**config.mk**
```make
export PLATFORM = sky130hd
export DESIGN_NAME = tsc_div
export DESIGN_NICKNAME = d
export VERILOG_FILES = /design/src/hw/rtl/tsc_pkg.sv /design/src/hw/rtl/tsc_div.sv
export SDC_FILE = /design/constraint.sdc
export NUM_CORES = 1
export LEC_CHECK = 0
export BUFFER_PORTS_ARGS = -buffer_cell sky130_fd_sc_hd__buf_2
export CAP_MARGIN = 0
export CORE_ASPECT_RATIO = 0.75
export CORE_MARGIN = 4
export CORE_UTILIZATION = 55
export CTS_CLUSTER_DIAMETER = 40
export DETAILED_ROUTE_END_ITERATION = 12
export GPL_ROUTABILITY_DRIVEN = 0
export GPL_TIMING_DRIVEN = 0
export PLACE_DENSITY = 0.77
export SLEW_MARGIN = 20
export SYNTH_ARGS = -nofsm -noshare
export SYNTH_HDL_FRONTEND = slang
export SYNTH_SLANG_ARGS = --single-unit
```
**constraint.sdc**
```tcl
create_clock -name aclk -period 20.6 [get_ports aclk]
set_input_delay 0 -clock aclk [delete_from_list [all_inputs] [get_ports aclk]]
set_output_delay 0 -clock aclk [all_outputs]
set_load 0.01 [all_outputs]
```
**src/hw/rtl/tsc_pkg.sv**
```systemverilog
`timescale 1ns / 1ps
// ----------------------------------------------------------------------------
// tsc_pkg
// Shared types and constants for the Taylor sine/cosine pipeline.
// ----------------------------------------------------------------------------
package tsc_pkg;

    localparam int ANGLE_BITS_DEF       = 16;
    localparam int RESULT_FRAC_BITS_DEF = 14;

    // internal working fraction
    localparam int WFRAC   = 30;
    localparam int X_W     = 31;   // x in Q30, up to pi/2
    localparam int X2_W    = 32;   // x^2 in Q30
    localparam int P_W     = 33;   // x^3 or x^4 in Q30
    localparam int M_W     = 32;   // dividend for the divide-by-3 step
    localparam int Q_W     = 31;   // quotient
    localparam int Y_W     = 34;   // polynomial sum
    localparam int VALUE_W = 16;

    localparam logic [X_W-1:0]     HALF_PI_Q30 = 31'd1686629713;
    // floor(m/3) == (m * RECIP3) >> 33 for every 32-bit m
    localparam logic [M_W-1:0]     RECIP3      = 32'hAAAA_AAAB;
    localparam logic [VALUE_W-1:0] SAT_MAG     = 16'd32767;
    localparam logic [3:0]         RND_DIV24   = 4'd12;
    localparam logic [3:0]         RND_DIV6    = 4'd3;

    typedef struct packed {
        logic vld;
        logic is_cos;
        logic neg;
    } ctrl_t;

endpackage

```
**src/hw/rtl/tsc_div.sv**
```systemverilog
`timescale 1ns / 1ps
// ----------------------------------------------------------------------------
// tsc_div
// Rounded divides: x^3/6 or x^4/24 by shift plus reciprocal-of-3 multiply,
// and x^2/2 by shift.
// ----------------------------------------------------------------------------
module tsc_div (
    input  logic                     aclk,
    input  logic                     aresetn,
    input  logic                     en,
    input  tsc_pkg::ctrl_t           ctrl_in,
    input  logic [tsc_pkg::X_W-1:0]  x_in,
    input  logic [tsc_pkg::X2_W-1:0] x2_in,
    input  logic [tsc_pkg::P_W-1:0]  p_in,
    output tsc_pkg::ctrl_t           ctrl_out,
    output logic [tsc_pkg::X_W-1:0]  x_out,
    output logic [tsc_pkg::X2_W-1:0] h2_out,
    output logic [tsc_pkg::Q_W-1:0]  q_out
);

    localparam int S_W  = tsc_pkg::P_W + 1;
    localparam int RP_W = 2 * tsc_pkg::M_W;

    logic [S_W-1:0]             s;
    logic [tsc_pkg::M_W-1:0]    m_next;
    logic [tsc_pkg::X2_W:0]     h2_sum;
    logic [tsc_pkg::X2_W-1:0]   h2_next;
    logic [RP_W-1:0]            rp;
    logic [tsc_pkg::Q_W-1:0]    q_next;

    tsc_pkg::ctrl_t             c5_reg;
    tsc_pkg::ctrl_t             c6_reg;
    logic [tsc_pkg::M_W-1:0]    m_reg;
    logic [tsc_pkg::X2_W-1:0]   h2_reg;
    logic [tsc_pkg::X2_W-1:0]   h2d_reg;
    logic [tsc_pkg::X_W-1:0]    x5_reg;
    logic [tsc_pkg::X_W-1:0]    x6_reg;
    logic [tsc_pkg::Q_W-1:0]    q_reg;

    // /24 = /8 then /3, /6 = /2 then /3; rounding bias added first
    assign s = {1'b0, p_in}
             + (ctrl_in.is_cos ? S_W'(tsc_pkg::RND_DIV24) : S_W'(tsc_pkg::RND_DIV6));
    assign m_next = ctrl_in.is_cos ? {1'b0, s[S_W-1:3]} : s[tsc_pkg::M_W:1];

    assign h2_sum  = {1'b0, x2_in} + {{tsc_pkg::X2_W{1'b0}}, 1'b1};
    assign h2_next = h2_sum[tsc_pkg::X2_W:1];

    assign rp     = {{tsc_pkg::M_W{1'b0}}, m_reg} * {{tsc_pkg::M_W{1'b0}}, tsc_pkg::RECIP3};
    assign q_next = rp[RP_W-1 -: tsc_pkg::Q_W];

    always_ff @(posedge aclk) begin
        if (!aresetn) begin
            c5_reg <= '0;
            c6_reg <= '0;
        end else if (en) begin
            c5_reg <= ctrl_in;
            c6_reg <= c5_reg;
        end
    end

    always_ff @(posedge aclk) begin
        if (en) begin
            m_reg   <= m_next;
            h2_reg  <= h2_next;
            x5_reg  <= x_in;
            q_reg   <= q_next;
            h2d_reg <= h2_reg;
            x6_reg  <= x5_reg;
        end
    end

    assign ctrl_out = c6_reg;
    assign x_out    = x6_reg;
    assign h2_out   = h2d_reg;
    assign q_out    = q_reg;

endmodule

```
* Word-level counts from Yosys, hierarchy flattened
Index checks and enable logic that the tools add are counted.
** Storage, ports and cells
- Register bits after elaboration :: 195
- Input port bits :: 102
- Logic and storage cells :: 18
** Cells by class
- $add $sub $neg :: 2
- $mul :: 1
- Muxes and demuxes :: 2
** Operators by type and width (count)
- $mul A32 B32 Y64 const B :: 1
- $add A33 B4 Y34 :: 1
- $add A32 B1 Y33 const B :: 1
- $mux W31 :: 1
- $mux W4 :: 1

* Longest topological paths before layout
Gate-level depths: netlist of the first run.
- Depth in word-level cells :: 3
- Gate-level depth with buffers :: 26
- Gate-level depth less buffers :: 26

* Worst setup path before layout of the first run
OpenSTA, ideal clock, no wires.
- Kind :: flip-flop to flip-flop
- Start point :: reg m_reg[6] (netlist name)
- End point :: reg q_reg (netlist bit q_out[30]), data pin
- Setup time :: 0.260 ns
- Arrival :: 6.909 ns
- Setup slack :: 13.431 ns
- Cell stages (with the launch flop) :: 25
- Path buffers :: 0
- Clock period less this slack :: 7.169 ns
- Path through :: edfxtp_1 ha_1 xor2_1 ha_1 or2_2 fa_1 inv_1 fa_1 inv_1 fa_1 inv_1 fa_1 inv_1 fa_1 fa_1 ha_1 nand4_2 nor3_2 a31oi_1 a311oi_2 o21ai_2 a2111oi_4 o21ai_2 o41a_1 xnor2_1
** On the way
- Longest elaborated chain between the ends :: 1
** Ends and longest elaborated chain
- from (decl) :: line tsc_div.sv:33 : logic [tsc_pkg::M_W-1:0] m_reg;
- from (signal assigned) :: line tsc_div.sv:63 : m_reg <= m_next;
- $mul A32 B32 Y64 :: line tsc_div.sv:48 : assign rp = {{tsc_pkg::M_W{1'b0}}, m_reg} * {{tsc_pkg::M_W{1'b0}}, tsc_pkg::RECIP3};
- named net rp[63] :: line tsc_div.sv:28 : logic [RP_W-1:0] rp;
- to (signal assigned) :: line tsc_div.sv:66 : q_reg <= q_next;
- to (decl) :: line tsc_div.sv:38 : logic [tsc_pkg::Q_W-1:0] q_reg;
The timed path passes the listed nets, and every way through them passes these cells.
A chain may end at the register's enable or synchronous reset.

* Worst setup path after layout of the first run
- Start point :: reg m_reg[1] (netlist name)
- End point :: reg q_reg (netlist bit q_out[27]), data pin
The elaborated chain is that of the path after synthesis.

==> impl_metrics.csv, run 1 <==
group,metric,value,unit
timing,fmax,109,MHz
global_route,track_usage,0.275,
timing,setup_viol,0,
timing,period_needed,9180,ps
global_route,gr-total-overflow,0,
setup_path,reg2reg_depth,23,
placement,hpwl,50600,um
timing,worstMarginPinSlew,876,ps
detailed_routing,wl_per_cell,20.5,um
timing,worst_clock_skew,25.6,ps
global_route,grt_pass1_vias,18145,
setup_path,r2r_slack,11420,ps
setup_path,startpoint_type,"flip-flop",
setup_path,critPathMostFrequentCell,"fa_1",
synth,netlist_area,0.0237,sq mm
timing,finalHoldViolations,0,
synth,ys_seq_area_frac,0.244,
detailed_routing,antenna_left,0,
final_layout,instances_no_fill,3023,
clock_tree,htreeDepth,4,
clock_tree,cts-root-buf,"clkbuf_16",
clock_tree,clock_path_buffers,2,
min_path,hp-start,"en",
detailed_routing,vias_per_cell,5.52,
floorplan,rows,65,
synth,synth_fp_nets,2952,
detailed_routing,wl,62000,um
run_status,outcome,"complete, no violations",
setup_path,path_depth,23,
synth,ys_types,69,
clock_tree,clk_pin_slew,80,ps
final_layout,nets,3261,
floorplan,initial_core_util,0.561,
synth,synth_warnings,0,
run,max_cap_viol_count,0,
setup_path,path_cells,"ha_1 -> xor2_1 -> ha_1 -> inv_1 -> fa_1 -> inv_1 -> fa_1 -> fa_1 -> fa_1 -> fa_1 -> inv_1 -> fa_1 -> inv_1 -> ha_1 -> nand3_1 -> nor3_1 -> nand2_1 -> a2111oi_1 -> o2111ai_1 -> a211oi_1 -> o21a_1 -> nor2_1 -> xnor2_1",
floorplan,die_area,0.0465,sq mm
min_path,worst_hold_path_type,"input pin to flip-flop",
setup_path,required,20810,ps
timing,rsz0062_at_grt,"no",
setup_path,worstPathMaxFanout,11,
synth,synth-async-reset-ratio,0,
synth,synth.avg_cell_area,11.1,sq um
final_layout,area_growth,14.1,%
synth,ys_ff_latch,195,
synth,postSynthCellCount,2131,
final_layout,fill_cells,3178,
global_route,antenna_found_initial,2,
detailed_routing,num_vias,16679,
detailed_routing,drtPass1Iterations,5,
setup_path,end_kind,"flip-flop",
synth,synth-edff-count,189,
clock_tree,cts_tree,"built",
clock_tree,cts_buffers,17,
setup_path,critPathLaunch,"m_reg[1]",
final_layout,drive_above_1_share,0.0995,
clock_tree,clk_latency,480,ps
setup_path,slowest_stage,"a211oi_1",
clock_tree,cts_resized,0,
floorplan,fp.coreArea,0.0423,sq mm
floorplan,die_w,248,um
detailed_routing,drc,0,
setup_path,critPathKind,"flip-flop to flip-flop",
global_route,grt_max_degree,105,
setup_path,r2r_end,"q_out[27]",
setup_path,critPathCapture,"q_out[27]",
setup_path,worstPathArrival,9390,ps
setup_path,path_buf_inv,4,
setup_path,critPathTopFamily,"adder cells",
placement,portBuffers,190,
floorplan,die_h,188,um
setup_path,slowest_delay,770,ps
timing,timing.slew.headroom,0.413,
synth,synth_flop_cell,"edfxtp_1",
floorplan,io_pins,199,
global_route,grt_pass1_wl,97700,um
setup_path,r2r-start,"m_reg[1]",
clock_tree,cts_setup_buffers,0,
timing,min_period_over_period,0.446,
timing,drv_slew,0,
clock_tree,cts.sinks,195,
timing,setup_tns,0,ps
placement,dpl.cell_count,2891,
detailed_routing,drtIter0Drc,1244,
[how the worst min path moves through the flow]
stage,to,slack [ps],cells past startpoint
after floorplan,x5_reg[0],100,0
after detailed placement,x5_reg[16],180,1
final,x_out[16],30,1
after global routing,x5_reg[26],40,1
after global placement,x5_reg[10],180,1
after CTS,m_reg[13],20,3
[Yosys cell counts (7+ instances only)]
cell	count	area [sq um]
nand2b_1	16	100
ha_1	361	4520
clkbuf_1	20	75.1
a21o_1	33	248
nor2b_1	15	93.8
inv_1	535	2010
edfxtp_1	189	5680
fa_1	358	7170
xor2_1	55	482
nand4_1	24	150
xnor2_1	61	534
o21ai_0	31	155
a211oi_1	13	97.6
nor3_1	19	95.1
nor2_1	63	236
o21a_1	7	52.6
a31oi_1	8	50.1
nand3_1	30	150
mux2i_1	7	70.1
a21oi_1	68	340
and2_1	18	113
and3_1	17	106
a221oi_1	7	61.3
nand2_1	86	323
[worst reg2reg max path: stages, from the launching register on]
cell	delay [ps]
edfxtp_1	680
ha_1	580
xor2_1	530
ha_1	260
inv_1	80
fa_1	550
inv_1	70
fa_1	570
fa_1	580
fa_1	530
fa_1	550
inv_1	60
fa_1	710
inv_1	90
ha_1	360
nand3_1	170
nor3_1	350
nand2_1	160
a2111oi_1	610
o2111ai_1	300
a211oi_1	780
o21a_1	220
nor2_1	60
xnor2_1	120
[repair_timing]
item,CTS,global route
hold buffers,99,0
endpoints found under the hold margin,88,0
setup endpoints to repair,0,0
[final cells by class]
cell class | instances | area (sq um) | area share
tap | 569 | 712 | 0.0263
sequential | 195 | 5800 | 0.214
timing repair buffer | 290 | 1980 | 0.0731
clock inverter | 15 | 228 | 0.00842
clock buffer | 17 | 425 | 0.0157
multi-input combinational | 1374 | 15800 | 0.584
buffer | 27 | 105 | 0.00388
antenna | 1 | 2.50 | 0.0000925
inverter | 535 | 2010 | 0.0742
[metal layers]
| layer | track usage | share of wire | up-vias |
|---|---|---|---|
| met3 | 0.115 | 0.12 | 127 |
| met5 | 0 | 0.00019 | - |
| met4 | 0.0618 | 0.021 | 2 |
| met1 | 0.374 | 0.41 | 8216 |
| met2 | 0.416 | 0.44 | 824 |
| li1 | - | - | 7510 |
[per-stage QoR]
step	worst slack (ps)	hold slack, ps	cell area (sq um)	utilization
after CTS	11660	19.4	27100	0.640
after global placement	11870	176	25400	0.600
after floorplan	13430	98.9	23700	-
after global routing	11050	44.1	27100	0.640
after detailed placement	11720	178	25400	0.601
final	11420	25.7	27100	0.640
[cells by family (layout without fill, tap and decap cells)]
kind of cell               count (synthesis)  count (layout)  synth area share
adders and majority gates                719             719             0.493
buffers and inverters                    562             884            0.0891
and+or+nand+nor                          316             316            0.0674
AOI/OAI and AO/OA                        213             213            0.0592
DFF                                      195             195             0.244
xor gates and xnor gates                 116             116            0.0428
muxes                                     10              10           0.00438
other                                      0               1                 0
[cells in the final DEF (no fill, tap or decap), drive strengths merged, types with 8 or more instances in the layout]
cell type / n
and3: 18
buf: 198
nand3: 30
nand2: 86
fa: 358
nand4: 25
edfxtp: 189
nor3: 20
a21o: 33
nor2: 63
a31oi: 8
a21oi: 68
ha: 361
nor2b: 15
xor2: 55
dlygate4sd3: 99
o21ai: 36
a211oi: 13
inv: 543
xnor2: 61
and2: 18
clkbuf: 37
nand2b: 16
Power of run 1 is left out: the tool's default activity adds up to more than one toggle a clock period on the data nets, which glitch-free logic cannot reach.
==> run 2: changes to the inputs <==
Settings changed: ABC_AREA from default to 1, PLACE_DENSITY 0.77 to 0.8.
Clock period 20.6 ns to 7.9 ns, I/O delays scaled along.
==> run 2 against run 1 <==
  * Die area up 9.9%
  * Register-to-register slack worse by 11000 ps
  * Synthesized area up 10%
  * First-iteration DRC count up 72%
  * Cell area up 9.0%
  * Final cell count up 27%
  * Worst hold slack about the same
  * Wire length up 18%
==> impl_metrics.csv, run 2 <==
group,metric,value,unit
run_status,outcome,"complete, no violations",
synth,synth_commonest_cells,"inv_1, nand2_1, ha_1, fa_1, edfxtp_1",
setup_path,path_buf_inv,5,
setup_path,critPathMostFrequentCell,"fa_1",
timing,setup_viol,0,
timing,worstMarginPinSlew,885,ps
clock_tree,htreeDepth,4,
synth,netlist_area,0.0262,sq mm
clock_tree,clock_path_buffers,2,
clock_tree,cts.sinks,195,
setup_path,slowest_stage,"edfxtp_1",
detailed_routing,antenna_left,0,
detailed_routing,num_vias,20699,
detailed_routing,drtPass1Iterations,10,
detailed_routing,wl_per_cell,19.1,um
detailed_routing,wl,73400,um
synth,synth_flop_cell,"edfxtp_1",
synth,synth-edff-count,189,
synth,synth_area_leaders,"fa_1, edfxtp_1, ha_1, inv_1, nand2_1",
synth,synth.largest_area_cell,"fa_1",
final_layout,final_common_cell,"inv_1",
clock_tree,cts_tree,"built",
global_route,grt_pass1_vias,21546,
final_layout,instances_no_fill,3847,
clock_tree,cts-root-buf,"clkbuf_16",
timing,period_needed,7460,ps
timing,setup_tns,0,ps
floorplan,die_h,197,um
synth,ys_seq_area_frac,0.222,
detailed_routing,drc,0,
synth,synth_fp_nets,3723,
synth,ys_types,43,
timing,fmax,134,MHz
placement,dpl.cell_count,3731,
synth,ys_ff_latch,195,
final_layout,drive_above_1_share,0.0917,
final_layout,final_cell_mix,"inv_1, nand2_1, ha_1, fa_1, buf_2",
setup_path,slowest_delay,690,ps
timing,timing.slew.headroom,0.408,
synth,yosysMostFrequentCell,"inv_1",
floorplan,io_pins,199,
global_route,grt_max_degree,109,
synth,netlist.area_leader.share,0.274,
global_route,antenna_found_initial,0,
floorplan,rows,68,
floorplan,initial_core_util,0.562,
timing,worst_clock_skew,19.2,ps
detailed_routing,vias_per_cell,5.38,
run,max_cap_viol_count,0,
synth,postSynthCellCount,2902,
setup_path,worstPathMaxFanout,11,
global_route,grt_pass1_wl,116000,um
placement,hpwl,61300,um
setup_path,critPathKind,"flip-flop to flip-flop",
synth,synth_warnings,0,
setup_path,worstPathArrival,7670,ps
setup_path,startpoint_type,"flip-flop",
floorplan,die_w,260,um
min_path,worst_hold_path_type,"input pin to flip-flop",
synth,synth.avg_cell_area,9.02,sq um
final_layout,n_antenna_cell,0,
final_layout,nets,4025,
timing,finalHoldViolations,0,
setup_path,critPathTopFamily,"adder cells",
clock_tree,clk_pin_slew,90,ps
placement,portBuffers,198,
detailed_routing,drtIter0Drc,2145,
setup_path,end_kind,"flip-flop",
placement,pre_cts_slack,389,ps
clock_tree,cts_buffers,17,
global_route,track_usage,0.297,
global_route,gr-total-overflow,0,
timing,layout_setup_ws,442,ps
timing,min_period_over_period,0.944,
setup_path,required,8120,ps
synth,synth-async-reset-ratio,0,
clock_tree,clk_latency,460,ps
setup_path,path_cells,"ha_1 -> xor2_2 -> ha_1 -> inv_1 -> fa_1 -> inv_1 -> fa_1 -> fa_1 -> fa_1 -> fa_1 -> inv_1 -> fa_1 -> inv_1 -> ha_1 -> nand2_1 -> inv_1 -> nand2_1 -> nor3_1 -> nand2_1 -> nor3_2 -> nand2_1 -> nand3_1 -> nand2_1",
timing,drv_slew,0,
timing,rsz0062_at_grt,"no",
final_layout,area_growth,12.7,%
floorplan,fp.coreArea,0.0465,sq mm
floorplan,die_area,0.0512,sq mm
==> run 2: logic make-up after synthesis <==
| family | Yosys count | synth area share |
|---|---|---|
| compound gates | 162 | 0.0337 |
| xor+xnor | 87 | 0.0291 |
| fa+ha+maj | 719 | 0.447 |
| buf+inv | 780 | 0.113 |
| flops | 195 | 0.222 |
| mux | 2 | 0.000765 |
| simple gates | 957 | 0.156 |
==> run 2: cell type report <==
cell class                 instances  area, sq um
multi-input combinational       1927        17400
fill                            3710        17100
sequential                       195         5800
inverter                         774         2910
timing repair buffer             283         1870
tap                              630          788
clock buffer                      17          425
clock inverter                    15          213
buffer                             6         43.8
==> run 2: final timing paths <==
kind                            slack (ps)  startpoint         end  cells after the start
worst max-delay path                   440    m_reg[1]   q_out[29]                     23
worst min-delay path                    30     p_in[1]    m_reg[0]                      4
worst max register to register         440    m_reg[1]   q_out[29]                     23
worst min register to register         420  h2_reg[20]  h2_out[20]                      0
==> run 2: metrics by stage <==
step	util	hold WS [ps]	cell area [sq um]
2_1_floorplan	-	89.4	26200
3_3_place_gp	0.600	176	27900
3_5_place_dp	0.601	178	28000
4_1_cts	0.633	2.15	29500
5_1_grt	0.633	34.1	29500
6_report	0.633	25.9	29500
==> run 2: routing by layer <==
layer	wire length (um)	up-vias	GRT usage
li1	-	9491	-
met1	29500	9894	0.405
met2	32300	1146	0.459
met3	9430	168	0.100
met4	2130	0	0.0819
met5	0	-	0
==> run 2: repair_timing <==
item	4_1_cts	5_1_grt
endpoints found under the setup margin	0	10
resized for setup	0	3
endpoints found under the hold margin	82	0
hold buffers	84	0
setup buffers	0	0
==> run 2: worst register-to-register path: stages (launching register included) <==
cell      delay (ps)
edfxtp_1         690
ha_1             600
xor2_2           520
ha_1             250
inv_1             70
fa_1             540
inv_1             70
fa_1             530
fa_1             600
fa_1             520
fa_1             520
inv_1             50
fa_1             570
inv_1             60
ha_1             390
nand2_1          100
inv_1             80
nand2_1           90
nor3_1           410
nand2_1          200
nor3_2           130
nand2_1           90
nand3_1           80
nand2_1           50
Power of run 2 is left out for the same reason.
==> run 3: changes to the inputs <==
Settings changed: CORE_MARGIN 4 to default.
==> run 3 against run 2 <==
  * Utilization is 0.29 points higher
  * Clock-buffer cell count stayed put
  * Maximum frequency is 1.4% lower
  * Die area is 5.3% lower
  * First-iteration DRC count is 2.8% higher
  * Final cell count is 0.23% higher
  * Wire length is 2.4% higher
  * Critical path type unchanged
  * Critical endpoint unchanged
==> impl_metrics.csv, run 3 (same netlist as run 2, synthesis figures left out) <==
group,metric,value,unit
run_status,outcome,"complete, no violations",
run,max_cap_viol_count,0,
setup_path,slowest_delay,790,ps
final_layout,area_growth,13.0,%
clock_tree,htreeDepth,4,
timing,hold_ws,13.1,ps
clock_tree,cts_tree,"built",
setup_path,slowest_stage,"edfxtp_1",
detailed_routing,wl,75100,um
clock_tree,cts-root-buf,"clkbuf_16",
detailed_routing,wl_met3,9900,um
detailed_routing,drtPass1Iterations,6,
clock_tree,cts.sinks,195,
setup_path,path_cells,"ha_1 -> xor2_2 -> ha_1 -> fa_1 -> fa_1 -> fa_1 -> fa_1 -> fa_1 -> inv_1 -> fa_1 -> inv_1 -> ha_1 -> nand2_1 -> inv_1 -> nand2_1 -> nor3_1 -> nand2_1 -> nor3_2 -> nand2_1 -> nand3_1 -> nand2_1",
final_layout,final_cell_mix,"inv_1, nand2_1, ha_1, fa_1, buf_2",
timing,rsz0062_at_grt,"no",
detailed_routing,met1_length,29400,um
floorplan,die_area,0.0485,sq mm
clock_tree,clock_path_buffers,2,
setup_path,path_buf_inv,3,
detailed_routing,vias_per_cell,5.42,
global_route,grt_max_degree,103,
floorplan,initial_core_util,0.563,
clock_tree,cts_buffers,17,
placement,dpl.cell_count,3732,
detailed_routing,top_layer,"met4",
floorplan,rows,68,
final_layout,instances_no_fill,3856,
timing,setup_viol,0,
setup_path,end_kind,"flip-flop",
detailed_routing,num_vias,20907,
setup_path,critPathMostFrequentCell,"fa_1",
setup_path,critPathTopFamily,"adder cells",
placement,hpwl,60600,um
setup_path,worstPathMaxFanout,11,
global_route,gr-total-overflow,0,
timing,worst_clock_skew,19.2,ps
floorplan,fp.coreArea,0.0465,sq mm
floorplan,io_pins,199,
final_layout,fill_cells,3751,
placement,pre_cts_slack,357,ps
floorplan,die_w,254,um
clock_tree,clk_latency,480,ps
detailed_routing,drtIter0Drc,2204,
timing,layout_setup_ws,334,ps
global_route,track_usage,0.322,
timing,drv_slew,0,
timing,finalHoldViolations,0,
final_layout,n_antenna_cell,0,
global_route,grt_pass1_vias,21478,
timing,fmax,132,MHz
final_layout,nets,4034,
setup_path,required,8130,ps
final_layout,final_common_cell,"inv_1",
setup_path,worstPathArrival,7790,ps
timing,timing.slew.headroom,0.418,
floorplan,die_h,191,um
detailed_routing,drc,0,
global_route,grt_pass1_wl,115000,um
timing,period_needed,7570,ps
detailed_routing,met2_length,32800,um
placement,portBuffers,198,
timing,worstMarginPinSlew,869,ps
setup_path,critPathKind,"flip-flop to flip-flop",
final_layout,drive_above_1_share,0.0914,
min_path,worst_hold_path_type,"input pin to flip-flop",
clock_tree,cts_setup_buffers,0,
timing,setup_tns,0,ps
setup_path,startpoint_type,"flip-flop",
global_route,antenna_found_initial,0,
detailed_routing,antenna_left,0,
timing,min_period_over_period,0.958,
detailed_routing,wl_per_cell,19.5,um
clock_tree,clk_pin_slew,80,ps
==> run 3: final timing paths <==
kind | slack (ps) | to | cells after the start | startpoint
hold / removal | 10 | m_reg[0] | 4 | p_in[1]
hold reg to reg | 420 | h2_out[7] | 0 | h2_reg[7]
setup reg to reg | 330 | q_out[29] | 21 | m_reg[1]
setup / recovery | 330 | q_out[29] | 21 | m_reg[1]
==> run 3: timing repair <==
action	4_1_cts	5_1_grt
setup endpoints to repair	0	14
resized for setup	0	3
hold buffers	92	0
endpoints found under the hold margin	118	0
==> run 3: layout make-up <==
class,count,area (sq um),area share
multi-input combinational,1927,17400,0.590
sequential,195,5800,0.196
inverter,774,2910,0.0983
timing repair buffer,292,1980,0.0669
tap,630,788,0.0267
clock buffer,17,425,0.0144
clock inverter,15,180,0.00609
buffer,6,43.8,0.00148
==> run 3: tightest hold or removal path, delay by kind of cell <==
| family | cells | cell delay [ps] |
|---|---|---|
| adder cells (fa/ha/maj) | 1 | 160 |
| buffers and inverters | 1 | 110 |
| AND/OR/NAND/NOR | 2 | 110 |
==> run 3: layer usage <==
metal,track usage,vias up
met4,0.127,0
met2,0.490,1285
met1,0.424,9863
met5,0.00102,-
met3,0.109,258
li1,-,9501
==> run 3: per-stage QoR <==
stage,util,area [sq um]
CTS,0.636,29500
global route,0.636,29600
global placement,0.602,27900
floorplan,-,26200
finish,0.636,29600
detailed placement,0.603,28000
Power of run 3 is left out for the same reason.
